**config.mk**
```make
export PLATFORM = sky130hd
export DESIGN_NAME = bit_addressable_register_map_unit_flat
export DESIGN_NICKNAME = d
export VERILOG_FILES = /design/src/rtl/bamr_pkg.sv /design/src/rtl/bamr_if.sv /design/src/rtl/bamr_store.sv /design/src/rtl/bit_addressable_register_map_unit.sv /design/src/flat_wrapper.sv
export VERILOG_INCLUDE_DIRS = /design/src /design/src/rtl
export SDC_FILE = /design/constraint.sdc
export NUM_CORES = 2
export LEC_CHECK = 0
export BUFFER_PORTS_ARGS = -buffer_cell sky130_fd_sc_hd__buf_2
export CORE_MARGIN = 10
export CORE_UTILIZATION = 50
export CTS_CLUSTER_SIZE = 30
export DETAILED_ROUTE_END_ITERATION = 8
export GPL_TIMING_DRIVEN = 0
export MAX_ROUTING_LAYER = met4
export PLACE_DENSITY = 0.66
export SYNTH_ARGS = -nofsm -noshare
export SYNTH_HDL_FRONTEND = slang
export SYNTH_SLANG_ARGS = --single-unit
```
**constraint.sdc**
```tcl
create_clock -name clk -period 6.5 [get_ports clk]
set_input_delay 0.975 -clock clk [delete_from_list [all_inputs] [get_ports clk]]
set_output_delay 0.975 -clock clk [all_outputs]
set_load 0.1 [all_outputs]
```
**src/rtl/bit_addressable_register_map_unit_defines.svh**
```systemverilog
// assertion macros shared by the register map rtl
// depends on nothing; included by files that carry assertions
`ifndef BIT_ADDRESSABLE_REGISTER_MAP_UNIT_DEFINES_SVH
`define BIT_ADDRESSABLE_REGISTER_MAP_UNIT_DEFINES_SVH

// same-cycle implication, disabled during reset
`define BAMR_ASSERT_NOW(label, clk, rst_n, ante, cons) \
	label: assert property (@(posedge clk) disable iff (!(rst_n)) (ante) |-> (cons)) \
		else $error("assertion failed");

// next-cycle implication, disabled during reset
`define BAMR_ASSERT_NEXT(label, clk, rst_n, ante, cons) \
	label: assert property (@(posedge clk) disable iff (!(rst_n)) (ante) |=> (cons)) \
		else $error("assertion failed");

`endif

```
**src/rtl/bamr_pkg.sv**
```systemverilog
// types and constants of the bit addressable register map
// depends on nothing
package bamr_pkg;

	localparam int NUM_REGS_DEF = 64;
	localparam int WORD_W       = 16;
	localparam int BIT_SEL_W    = 4;
	localparam int REG_IDX_W    = 8;
	localparam int BIT_ADDR_W   = 16;
	localparam int FLAGS_W      = 4;
	localparam int FUNC_W       = 3;
	localparam int NOTE_W       = 2;

	localparam logic [WORD_W-1:0] WORD_ALL_ONES = 16'hFFFF;

	// access flag positions
	localparam int FLAG_WORD_WRITE  = 0;
	localparam int FLAG_BIT_WRITE   = 1;
	localparam int FLAG_WORD_NOTIFY = 2;
	localparam int FLAG_BIT_NOTIFY  = 3;

	typedef enum logic [FUNC_W-1:0] {
		FUNC_WRITE_WORD = 3'd0,
		FUNC_READ_WORD  = 3'd1,
		FUNC_SET_BIT    = 3'd2,
		FUNC_CLEAR_BIT  = 3'd3,
		FUNC_READ_BIT   = 3'd4,
		FUNC_GRANT      = 3'd5
	} func_t;

	typedef enum logic [NOTE_W-1:0] {
		NOTE_NONE = 2'd0,
		NOTE_WORD = 2'd1,
		NOTE_BIT  = 2'd2
	} note_t;

	// write port of the store
	typedef struct packed {
		logic                 we_word;
		logic                 we_flags;
		logic [REG_IDX_W-1:0] addr;
		logic [WORD_W-1:0]    word;
		logic [FLAGS_W-1:0]   flags;
	} store_wr_t;

	// registered read data of the store
	typedef struct packed {
		logic [WORD_W-1:0]  word;
		logic [FLAGS_W-1:0] flags;
	} store_rd_t;

endpackage

```
**src/rtl/bamr_if.sv**
```systemverilog
// request and response channel interfaces of the register map
// depends on bamr_pkg
interface bamr_req_if import bamr_pkg::*; ();
	logic                  valid;
	logic                  ready;
	logic [FUNC_W-1:0]     func;
	logic [REG_IDX_W-1:0]  reg_addr;
	logic [BIT_ADDR_W-1:0] bit_addr;
	logic [WORD_W-1:0]     write_value;
	logic [FLAGS_W-1:0]    grant_flags;

	modport source(output valid, func, reg_addr, bit_addr, write_value, grant_flags,
		input ready);
	modport sink(input valid, func, reg_addr, bit_addr, write_value, grant_flags,
		output ready);
endinterface

interface bamr_rsp_if import bamr_pkg::*; ();
	logic                 valid;
	logic                 ready;
	logic                 status;
	logic [WORD_W-1:0]    read_data;
	logic [NOTE_W-1:0]    notify_kind;
	logic [REG_IDX_W-1:0] notify_reg;
	logic [WORD_W-1:0]    notify_mask;

	modport source(output valid, status, read_data, notify_kind, notify_reg, notify_mask,
		input ready);
	modport sink(input valid, status, read_data, notify_kind, notify_reg, notify_mask,
		output ready);
endinterface

```
**src/rtl/bamr_store.sv**
```systemverilog
// word and flag memories of the register map with per-entry valid bits
// depends on bamr_pkg
module bamr_store import bamr_pkg::*; #(
	parameter int NUM_REGS = NUM_REGS_DEF,
	parameter int AW       = (NUM_REGS > 1) ? $clog2(NUM_REGS) : 1
) (
	input  logic          clk,
	input  logic          arst_n,
	input  logic          rd_en,
	input  logic [AW-1:0] rd_addr,
	input  store_wr_t     wr,
	output store_rd_t     rd
);

	logic [WORD_W-1:0]  word_mem  [NUM_REGS];
	logic [FLAGS_W-1:0] flags_mem [NUM_REGS];
	logic [NUM_REGS-1:0] word_vld_q;
	logic [NUM_REGS-1:0] flags_vld_q;

	logic [WORD_W-1:0]  word_rd_q;
	logic [FLAGS_W-1:0] flags_rd_q;
	logic               word_rd_vld_q;
	logic               flags_rd_vld_q;

	logic [AW-1:0] wr_addr;
	assign wr_addr = wr.addr[AW-1:0];

	// memory write port
	always_ff @(posedge clk) begin
		if (wr.we_word) begin
			word_mem[wr_addr] <= wr.word;
		end
		if (wr.we_flags) begin
			flags_mem[wr_addr] <= wr.flags;
		end
	end

	// memory read port
	always_ff @(posedge clk) begin
		if (rd_en) begin
			word_rd_q  <= word_mem[rd_addr];
			flags_rd_q <= flags_mem[rd_addr];
		end
	end

	// valid bits stand in for the reset clear
	always_ff @(posedge clk or negedge arst_n) begin
		if (!arst_n) begin
			word_vld_q     <= '0;
			flags_vld_q    <= '0;
			word_rd_vld_q  <= 1'b0;
			flags_rd_vld_q <= 1'b0;
		end else begin
			if (wr.we_word) begin
				word_vld_q[wr_addr] <= 1'b1;
			end
			if (wr.we_flags) begin
				flags_vld_q[wr_addr] <= 1'b1;
			end
			if (rd_en) begin
				word_rd_vld_q  <= word_vld_q[rd_addr];
				flags_rd_vld_q <= flags_vld_q[rd_addr];
			end
		end
	end

	assign rd.word  = word_rd_vld_q  ? word_rd_q  : '0;
	assign rd.flags = flags_rd_vld_q ? flags_rd_q : '0;

endmodule

```
**src/rtl/bit_addressable_register_map_unit.sv**
```systemverilog
// top level of the bit addressable register map
// depends on bamr_pkg, bamr_if and bamr_store
//
// usage
//   req carries one request per transaction: word write, word read, bit set,
//   bit clear, bit read or a grant that ORs access flags into a register.
//   rsp returns exactly one result transaction per request, in order.
//   bit requests address register bit_addr[15:4], bit bit_addr[3:0].
// sequence
//   the accept cycle issues the memory read, the next cycle computes the
//   result and writes the entry back as it registers the result into the
//   response register. the block holds one request at a time: a new request
//   is taken only once stage 1 has passed its result on to the response
//   register.
// reset
//   arst_n clears the valid bits of both memories, so every register and
//   every flag set reads as zero; the response register empties.
// stall
//   a finished result waits in the response register; a new request is still
//   taken, but its result is held in place (no write back) until rsp frees.
`include "bit_addressable_register_map_unit_defines.svh"

module bit_addressable_register_map_unit import bamr_pkg::*; #(
	parameter int NUM_REGS = NUM_REGS_DEF
) (
	input logic        clk,
	input logic        arst_n,
	bamr_req_if.sink   req,
	bamr_rsp_if.source rsp
);

	localparam int AW = (NUM_REGS > 1) ? $clog2(NUM_REGS) : 1;

	// request decode at accept
	logic                 req_acc;
	logic                 req_is_bit;
	logic                 req_ok;
	logic [REG_IDX_W-1:0] req_idx;

	// stage 1: request waiting for its read data
	logic                 busy_q;
	logic [FUNC_W-1:0]    func_s1;
	logic                 ok_s1;
	logic [REG_IDX_W-1:0] idx_s1;
	logic [BIT_SEL_W-1:0] bsel_s1;
	logic [WORD_W-1:0]    wval_s1;
	logic [FLAGS_W-1:0]   gflags_s1;

	// result compute
	store_wr_t            wr;
	store_rd_t            rd;
	logic                 fire;
	logic [WORD_W-1:0]    bmask;
	logic                 res_status;
	logic [WORD_W-1:0]    res_rdata;
	note_t                res_kind;
	logic [REG_IDX_W-1:0] res_reg;
	logic [WORD_W-1:0]    res_mask;
	logic                 we_word_c;
	logic                 we_flags_c;
	logic [WORD_W-1:0]    new_word_c;

	// response register
	logic                 out_vld_q;
	logic                 out_status_q;
	logic [WORD_W-1:0]    out_rdata_q;
	note_t                out_kind_q;
	logic [REG_IDX_W-1:0] out_reg_q;
	logic [WORD_W-1:0]    out_mask_q;

	assign req.ready = !busy_q;
	assign req_acc   = req.valid && req.ready;

	// bit operations pick the register from the bit address
	assign req_is_bit = (req.func == FUNC_SET_BIT) || (req.func == FUNC_CLEAR_BIT)
		|| (req.func == FUNC_READ_BIT);
	assign req_ok  = req_is_bit ? (req.bit_addr[BIT_ADDR_W-1:BIT_SEL_W] < 12'(NUM_REGS))
		: ({1'b0, req.reg_addr} < 9'(NUM_REGS));
	assign req_idx = req_is_bit ? req.bit_addr[BIT_SEL_W+REG_IDX_W-1:BIT_SEL_W] : req.reg_addr;

	always_ff @(posedge clk or negedge arst_n) begin
		if (!arst_n) begin
			busy_q <= 1'b0;
		end else if (req_acc) begin
			busy_q <= 1'b1;
		end else if (fire) begin
			busy_q <= 1'b0;
		end
	end

	always_ff @(posedge clk) begin
		if (req_acc) begin
			func_s1   <= req.func;
			ok_s1     <= req_ok;
			idx_s1    <= req_idx;
			bsel_s1   <= req.bit_addr[BIT_SEL_W-1:0];
			wval_s1   <= req.write_value;
			gflags_s1 <= req.grant_flags;
		end
	end

	bamr_store #(
		.NUM_REGS(NUM_REGS),
		.AW      (AW)
	) u_store (
		.clk    (clk),
		.arst_n (arst_n),
		.rd_en  (req_acc),
		.rd_addr(req_idx[AW-1:0]),
		.wr     (wr),
		.rd     (rd)
	);

	// a result leaves stage 1 once the response register can take it
	assign fire  = busy_q && (!out_vld_q || rsp.ready);
	assign bmask = WORD_W'(1) << bsel_s1;

	always_comb begin
		res_status = 1'b1;
		res_rdata  = '0;
		res_kind   = NOTE_NONE;
		res_reg    = '0;
		res_mask   = '0;
		we_word_c  = 1'b0;
		we_flags_c = 1'b0;
		new_word_c = wval_s1;
		unique case (func_s1)
			FUNC_WRITE_WORD: begin
				if (ok_s1 && rd.flags[FLAG_WORD_WRITE]) begin
					we_word_c  = 1'b1;
					res_status = 1'b0;
					if (rd.flags[FLAG_WORD_NOTIFY]) begin
						res_kind = NOTE_WORD;
						res_reg  = idx_s1;
					end
				end
			end
			FUNC_READ_WORD: begin
				if (ok_s1) begin
					res_status = 1'b0;
					res_rdata  = rd.word;
				end else begin
					res_rdata = WORD_ALL_ONES;
				end
			end
			FUNC_SET_BIT, FUNC_CLEAR_BIT: begin
				new_word_c = (func_s1 == FUNC_SET_BIT) ? (rd.word | bmask) : (rd.word & ~bmask);
				if (ok_s1 && rd.flags[FLAG_BIT_WRITE]) begin
					we_word_c  = 1'b1;
					res_status = 1'b0;
					// bit notify wins over word notify
					if (rd.flags[FLAG_BIT_NOTIFY]) begin
						res_kind = NOTE_BIT;
						res_reg  = idx_s1;
						res_mask = bmask;
					end else if (rd.flags[FLAG_WORD_NOTIFY]) begin
						res_kind = NOTE_WORD;
						res_reg  = idx_s1;
					end
				end
			end
			FUNC_READ_BIT: begin
				if (ok_s1) begin
					res_status = 1'b0;
					res_rdata  = {{(WORD_W-1){1'b0}}, |(rd.word & bmask)};
				end else begin
					res_rdata = WORD_W'(1);
				end
			end
			FUNC_GRANT: begin
				if (ok_s1) begin
					we_flags_c = 1'b1;
					res_status = 1'b0;
				end
			end
			default: begin
				// unknown function: error, nothing changes
			end
		endcase
	end

	// write back in the compute cycle; no read can overlap it
	assign wr.we_word  = fire && we_word_c;
	assign wr.we_flags = fire && we_flags_c;
	assign wr.addr     = idx_s1;
	assign wr.word     = new_word_c;
	assign wr.flags    = rd.flags | gflags_s1;

	always_ff @(posedge clk or negedge arst_n) begin
		if (!arst_n) begin
			out_vld_q <= 1'b0;
		end else if (fire) begin
			out_vld_q <= 1'b1;
		end else if (rsp.ready) begin
			out_vld_q <= 1'b0;
		end
	end

	always_ff @(posedge clk) begin
		if (fire) begin
			out_status_q <= res_status;
			out_rdata_q  <= res_rdata;
			out_kind_q   <= res_kind;
			out_reg_q    <= res_reg;
			out_mask_q   <= res_mask;
		end
	end

	assign rsp.valid       = out_vld_q;
	assign rsp.status      = out_status_q;
	assign rsp.read_data   = out_rdata_q;
	assign rsp.notify_kind = out_kind_q;
	assign rsp.notify_reg  = out_reg_q;
	assign rsp.notify_mask = out_mask_q;

	// an accepted request occupies stage 1 in the next cycle
	`BAMR_ASSERT_NEXT(a_acc_busy, clk, arst_n, req_acc, busy_q)
	// a new result only ever comes from a busy stage 1
	`BAMR_ASSERT_NOW(a_rsp_from_busy, clk, arst_n, $rose(out_vld_q), $past(busy_q))
	// a bit notify carries exactly one mask bit
	`BAMR_ASSERT_NOW(a_bit_mask, clk, arst_n, rsp.valid && (rsp.notify_kind == NOTE_BIT),
		$onehot(rsp.notify_mask))
	// an error never carries a notify
	`BAMR_ASSERT_NOW(a_err_quiet, clk, arst_n, rsp.valid && rsp.status,
		rsp.notify_kind == NOTE_NONE)

endmodule
```
**src/flat_wrapper.sv**
```systemverilog
// flat-port wrapper written by rule: the top's interface ports become plain ports
module bit_addressable_register_map_unit_flat import bamr_pkg::*;
#(
	parameter int NUM_REGS = NUM_REGS_DEF
)
  (clk, arst_n, req_valid, req_func, req_reg_addr, req_bit_addr, req_write_value, req_grant_flags, req_ready, rsp_valid, rsp_status, rsp_read_data, rsp_notify_kind, rsp_notify_reg, rsp_notify_mask, rsp_ready);
  bamr_req_if req_i ();
  bamr_rsp_if rsp_i ();
  input logic clk;
  input logic arst_n;
  input wire logic [$bits(req_i.valid)-1:0] req_valid;
  input wire logic [$bits(req_i.func)-1:0] req_func;
  input wire logic [$bits(req_i.reg_addr)-1:0] req_reg_addr;
  input wire logic [$bits(req_i.bit_addr)-1:0] req_bit_addr;
  input wire logic [$bits(req_i.write_value)-1:0] req_write_value;
  input wire logic [$bits(req_i.grant_flags)-1:0] req_grant_flags;
  output wire logic [$bits(req_i.ready)-1:0] req_ready;
  output wire logic [$bits(rsp_i.valid)-1:0] rsp_valid;
  output wire logic [$bits(rsp_i.status)-1:0] rsp_status;
  output wire logic [$bits(rsp_i.read_data)-1:0] rsp_read_data;
  output wire logic [$bits(rsp_i.notify_kind)-1:0] rsp_notify_kind;
  output wire logic [$bits(rsp_i.notify_reg)-1:0] rsp_notify_reg;
  output wire logic [$bits(rsp_i.notify_mask)-1:0] rsp_notify_mask;
  input wire logic [$bits(rsp_i.ready)-1:0] rsp_ready;
  assign req_i.valid = req_valid;
  assign req_i.func = req_func;
  assign req_i.reg_addr = req_reg_addr;
  assign req_i.bit_addr = req_bit_addr;
  assign req_i.write_value = req_write_value;
  assign req_i.grant_flags = req_grant_flags;
  assign req_ready = req_i.ready;
  assign rsp_valid = rsp_i.valid;
  assign rsp_status = rsp_i.status;
  assign rsp_read_data = rsp_i.read_data;
  assign rsp_notify_kind = rsp_i.notify_kind;
  assign rsp_notify_reg = rsp_i.notify_reg;
  assign rsp_notify_mask = rsp_i.notify_mask;
  assign rsp_i.ready = rsp_ready;
  bit_addressable_register_map_unit #(.NUM_REGS(NUM_REGS)) u_core (.clk(clk), .arst_n(arst_n), .req(req_i), .rsp(rsp_i));
endmodule
```
Word level (Yosys, flattened, before mapping):

Memories as Yosys holds them, arrays and structs flattened. A register that Yosys moved wholly into a read port is not among the register bits.
Index checks and enable logic that the tools add are counted.

* magnitude comparators: 5
* equality and inequality tests: 8
* shifts and indexed selects: 1
* muxes and demuxes: 42
* bitwise logic cells: 7
* reduce and logical (&&, ||, !) cells: 19

Operators with widths (number)
* OR 64 bit: 2
* 2-to-1 mux 16 bit: 4
* 2-to-1 mux 8 bit: 5
* AND 16 bit: 2
* one-hot mux 16 bit (2 select lines): 1
* 2-to-1 mux 1 bit: 21
* inverter 16 bit: 1
* OR 16 bit: 1
* one-hot mux 8 bit (2 select lines): 1
* OR reduction 16 bit: 1
* left shift 1 x 4 -> 16 bit, first input constant: 1
* less-than comparator 6 x 7 -> 1 bit, second input constant: 2
* binary-select mux 1 bit (select 6 bit): 2
* == test 3 x 2 -> 1 bit, second input constant: 4
* less-than comparator 12 x 7 -> 1 bit, second input constant: 1
* == test 3 bit, second input constant: 3
* less-than comparator 8 x 7 -> 1 bit, second input constant: 1
* logical AND 1 bit: 7
* demux 1 bit (select 6 bit): 1
* >= comparator 6 x 1 -> 1 bit, second input constant: 1
* 2-to-1 mux 2 bit: 3
* 2-to-1 mux 4 bit: 1
* OR 4 bit: 1
* one-hot mux 2 bit (2 select lines): 1
* 10 further kinds: 14

* register bits: 211
* RAM bits: 1280
* input bits: 51
* output and inout port bits: 45
* logic and storage cells: 101
* memories: 2

Memory list
* u_core.u_store.word_mem: depth 64, width 16, rd ports 1, clocked after Yosys merged registers in 1, write ports 1, RTL line bamr_store.sv:15 `logic [WORD_W-1:0] word_mem [NUM_REGS];`
* u_core.u_store.flags_mem: depth 64, width 4, rd ports 1, clocked after Yosys merged registers in 1, write ports 1, RTL line bamr_store.sv:16 `logic [FLAGS_W-1:0] flags_mem [NUM_REGS];`

Depth between registers and ports, before layout:

* depth in word-level cells: 7
* mapped depth: 13
* depth with buffers taken out: 9

Hierarchy:

Synthesis repeated with hierarchy kept, for this count alone.

* cells, all modules: 2733
* area total of the unflattened synthesis: 58708.8 um2

By module, submodules not included
* bamr_store: times used 1, cells an instance 2429, area an instance 55004.0 um2, seq. area each 42290.6 um2
* bit_addressable_register_map_unit: times used 1, cells an instance 304, area an instance 3704.8 um2, seq. area each 2422.3 um2

Worst setup path after synthesis:

OpenSTA, ideal clock, no wires.

* path type: in2reg
* start: input port rsp_ready
* end: memory u_core.u_store.word_mem[56][0] (enable)
* library setup time: 389 ps
* arrival time: 3441 ps
* data required time: 6111 ps
* path slack: 2669 ps
* stages on the path: 7
* buffers on the path: 0
* cell sequence: nand2b_1 > nand2_1 > inv_1 > nand2_1 > nor2_1 > nand3_1 > nor2_1

* longest elaborated chain between the ends: 5

RTL lines
* start, declared: RTL line flat_wrapper.sv:24 `input wire logic [$bits(rsp_i.ready)-1:0] rsp_ready;`
* logical OR 1 bit: RTL line bit_addressable_register_map_unit.sv:115 `assign fire = busy_q && (!out_vld_q || rsp.ready);`
* logical AND 1 bit: RTL line bit_addressable_register_map_unit.sv:115
* named net u_core.fire: RTL line bit_addressable_register_map_unit.sv:52 `logic fire;`
* logical AND 1 bit: RTL line bit_addressable_register_map_unit.sv:183 `assign wr.we_word = fire && we_word_c;`
* 2-to-1 mux 1 bit: RTL line bamr_store.sv:30 `if (wr.we_word) begin`
* 2-to-1 mux 1 bit (implied by the code): RTL line bamr_store.sv:31 `word_mem[wr_addr] <= wr.word;`
* end, declared: RTL line bamr_store.sv:15

The timed path passes the listed nets, and every way through them passes these cells.

Worst setup path after layout:

* start: input port req_func[0]
* end: register u_core.u_store.word_rd_q[14] (read register of u_core.u_store.word_mem) (data pin)

* longest elaborated chain between the ends: 4
* elaborated cells between the ends (all ways): 6
* classes of those cells: eq/ne (3); mux (1); reduce/logical (2)

RTL lines
* start, declared: RTL line flat_wrapper.sv:12 `input wire logic [$bits(req_i.func)-1:0] req_func;`
* == test 3 x 2 -> 1 bit: RTL line bit_addressable_register_map_unit.sv:75 `assign req_is_bit = (req.func == FUNC_SET_BIT) || (req.func == FUNC_CLEAR_BIT)`
* logical OR 1 bit: RTL line bit_addressable_register_map_unit.sv:75
* logical OR 1 bit *: RTL line bit_addressable_register_map_unit.sv:76 `|| (req.func == FUNC_READ_BIT);`
* 2-to-1 mux 8 bit *: RTL line bit_addressable_register_map_unit.sv:79 `assign req_idx = req_is_bit ? req.bit_addr[BIT_SEL_W+REG_IDX_W-1:BIT_SEL_W] : req.reg_addr;`
* end, declared: RTL line bamr_store.sv:20 `logic [WORD_W-1:0] word_rd_q;`

Every way passes the cells marked *; elsewhere a longest branch is shown, timed or not.
A chain may end at the register's enable or synchronous reset.

==> impl_metrics.yaml <==
global_routing:
  grt_max_degree: 74
  grt_pass1_wl_mm: 277.5
  antenna_found_initial: 9
  overflow: 0
  grt_pass1_vias: 39830
  track_usage_pct: 28.88
layout:
  area_delta_synth_final_pct: 15.64
  drive_gt1_share_pct: 14.46
  fin_util_pct: 58.46
  fillers: 9521
  final-seq-area_um2: 44710
  layout.nets: 5217
  multi_input_area_um2: 15000
  regMostFlops: "u_core.u_store.word_mem"
  reg.largest.list: "u_core.u_store.word_mem (1024), u_core.u_store.flags_mem (256)"
  largest_register_ffs: 1024
sta:
  fmax_ghz: 0.1932
  rsz0062_at_grt: "no"
  finalHoldViolCount: 0
  setup_viol: 0
  setup_ws_ns: 1.323
  period_needed_ns: 5.177
  drv_slew: 2
  clock_skew_ns: 0.03148
  tightest_slew_ns: 1.662
  relSlewSlack_pct: -12.19
  fin_hold_ws_ns: 0.2213
  finalCritPeriodShare_pct: 79.65
cts:
  cts_buffer_depth: 3
  numCtsBuffers: 152
  clk_latency_ns: 0.76
  holdBufCountCts: 0
  htreeDepth: 4
  cts_tree: "yes"
  cts_setup_buffers: 0
  clkTransAtPathRegs_ns: 0.06
  root_buffer: "clkbuf_16"
  clock_sinks: 1511
  cts_resized: 0
critical_path:
  cpPeakStageDelay_ns: 0.98
  cp-endpoint: "u_core.u_store.word_rd_q[14]$_DFFE_PP_"
  cp.depth: 12
  path_cells: "buf_2, nand2b_1, mux2_2, buf_6, mux2i_4, inv_2, clkbuf_1, buf_1, nand3_1, nand3_1, o311ai_0, nand4_1"
  critical_path_buf_inv_count: 5
  start_kind: "input pin"
  worstPathRequired_ns: 7.05
  worstSetupPathType: "in2reg"
  worst-r2r-cell-count: 7
  cpMaxStageDelayCell: "clkbuf_1"
  r2r-end: "u_core.u_store.word_mem[23][4]$_DFFE_PP_"
  r2r_start: "u_core.func_s1[1]$_DFFE_PP_"
  startpoint: "req_func[0]"
  cpMostUsedCell: "nand3_1"
  critical-path-top-delay-family: "buffers and inverters"
  r2r_slack_ns: 2.49
  cp.arrival_ns: 5.72
  endpoint_kind: "register"
  critPathMaxFanout: 10
synthesis:
  syn_area_per_cell_um2: 12.65
  synth-seq-cells: 1511
  synth_top_area_share_pct: 68.10
  ys.warnings.count: 0
  yosysUniqueCellTypes: 48
  synthArstFlopShare_pct: 8.736
  netlist_top_cells_area: "edfxtp_1 (68%), nand2_1 (8.8%), dfrtp_1 (5.4%)"
  synth_flop_cell: "edfxtp_1"
  synth-edff-count: 1379
  synth_common_cells: "nand2_1 (1419), edfxtp_1 (1379), nand3_1 (610)"
  synth_fp_nets: 4859
  synth_area_um2: 60810
  syn_inst: 4808
  ys_seq_area_share_pct: 73.53
  synth_area_leader_cell: "edfxtp_1"
  synth.most_common_cell: "nand2_1"
floorplan:
  coreArea_um2: 120300
  die_h_um: 368.7
  rows: 127
  die-area_um2: 136000
  start_util_pct: 50.55
  chipWidth_um: 368.7
  io_pins: 96
detailed_routing:
  drcViolationCount: 0
  drtIter0Drc: 5950
  viasPerCell: 6.076
  wirelength_mm: 195.0
  wire_per_inst_um: 28.21
  antenna_left: 0
  via_count: 42000
  drt_pass1_iterations: 7
placement:
  io_buffers: 95
  dp_hpwl_mm: 139.5
  place_ws_ns: 0.8738
  gp_congestion: 1.042
power:
  power_density_nw_per_um2: 348.5
  power_uw: 24500
  p_leak_uw: 0.02542
  ir_drop_mv: 0.3198
status:
  violations: "max-capacitance violations, max-slew violations"
  outcome: "finished, violations left"
min_path:
  min_path_type: "in2async"
job:
  maxCapViolations: 2
==> report_power, final <==
group	switching, uW	internal [uW]	leakage, uW
Clock	3660	4850	0.00233
Sequential	107	11500	0.0143
Combinational	3470	962	0.00882
==> stage by stage <==
step                      instances  setup TNS (ns)  cell area (um^2)
after floorplan                4808               0             60810
after global placement         6515        -1122.51             63300
after detailed placement       6622               0             65510
after CTS                      6901               0             70280
after global routing           6907               0             70310
final                          6912               0             70320
==> cell type report <==
class / instances / area share, %
antenna: 9 / 0.03203
buffer: 325 / 1.984
clock buffer: 209 / 5.982
clock inverter: 70 / 0.7989
inverter: 12 / 0.06405
multi-input combinational: 2960 / 21.33
sequential: 1511 / 63.58
tap: 1612 / 2.868
timing repair buffer: 204 / 3.352
==> worst min-delay path by stage <==
stage	from	end	depth (start not counted)
finish	arst_n	u_core.u_store.word_vld_q[41]$_DFFE_PN0P_	1
global route	arst_n	u_core.u_store.word_vld_q[41]$_DFFE_PN0P_	1
CTS	arst_n	u_core.u_store.word_vld_q[41]$_DFFE_PN0P_	1
detailed placement	u_core.u_store.flags_vld_q[20]$_DFFE_PN0P_	u_core.u_store.flags_vld_q[20]$_DFFE_PN0P_	1
global placement	u_core.u_store.flags_vld_q[20]$_DFFE_PN0P_	u_core.u_store.flags_vld_q[20]$_DFFE_PN0P_	1
floorplan	u_core.u_store.flags_vld_q[20]$_DFFE_PN0P_	u_core.u_store.flags_vld_q[20]$_DFFE_PN0P_	1
==> kinds of logic (layout without fill, tap and decap cells) <==
| kind of cell | count (synthesis) | in the layout | share of synthesized area, % |
|---|---|---|---|
| simple gates | 2576 | 2576 | 18.64 |
| flops | 1511 | 1511 | 73.53 |
| buf+inv | 337 | 820 | 2.368 |
| compound gates | 328 | 328 | 4.362 |
| mux | 56 | 56 | 1.097 |
| other cells | 0 | 9 | 0 |
==> cells in the final DEF (no fill, tap or decap), types with 21 or more instances in the layout <==
cell type	n
o311ai_0	34
mux2_2	22
buf_12	25
buf_1	22
nand2_1	1419
edfxtp_1	1379
clkbuf_1	240
a311oi_1	162
clkinv_1	32
buf_8	36
dfrtp_1	132
or2_2	130
nor2_1	131
nor2_2	61
nand3_1	610
buf_16	25
and3_1	160
nand4_1	21
clkbuf_16	159
a21oi_1	30
mux2i_1	27
o311ai_1	46
buf_2	204
==> per-layer routing <==
layer	track usage [%]	wire length, um
met5	-	0
met4	12.50	9632
met3	7.090	22950
met2	42.50	86740
met1	38.15	75690
Note: power is estimated with default switching activity, not from simulation.
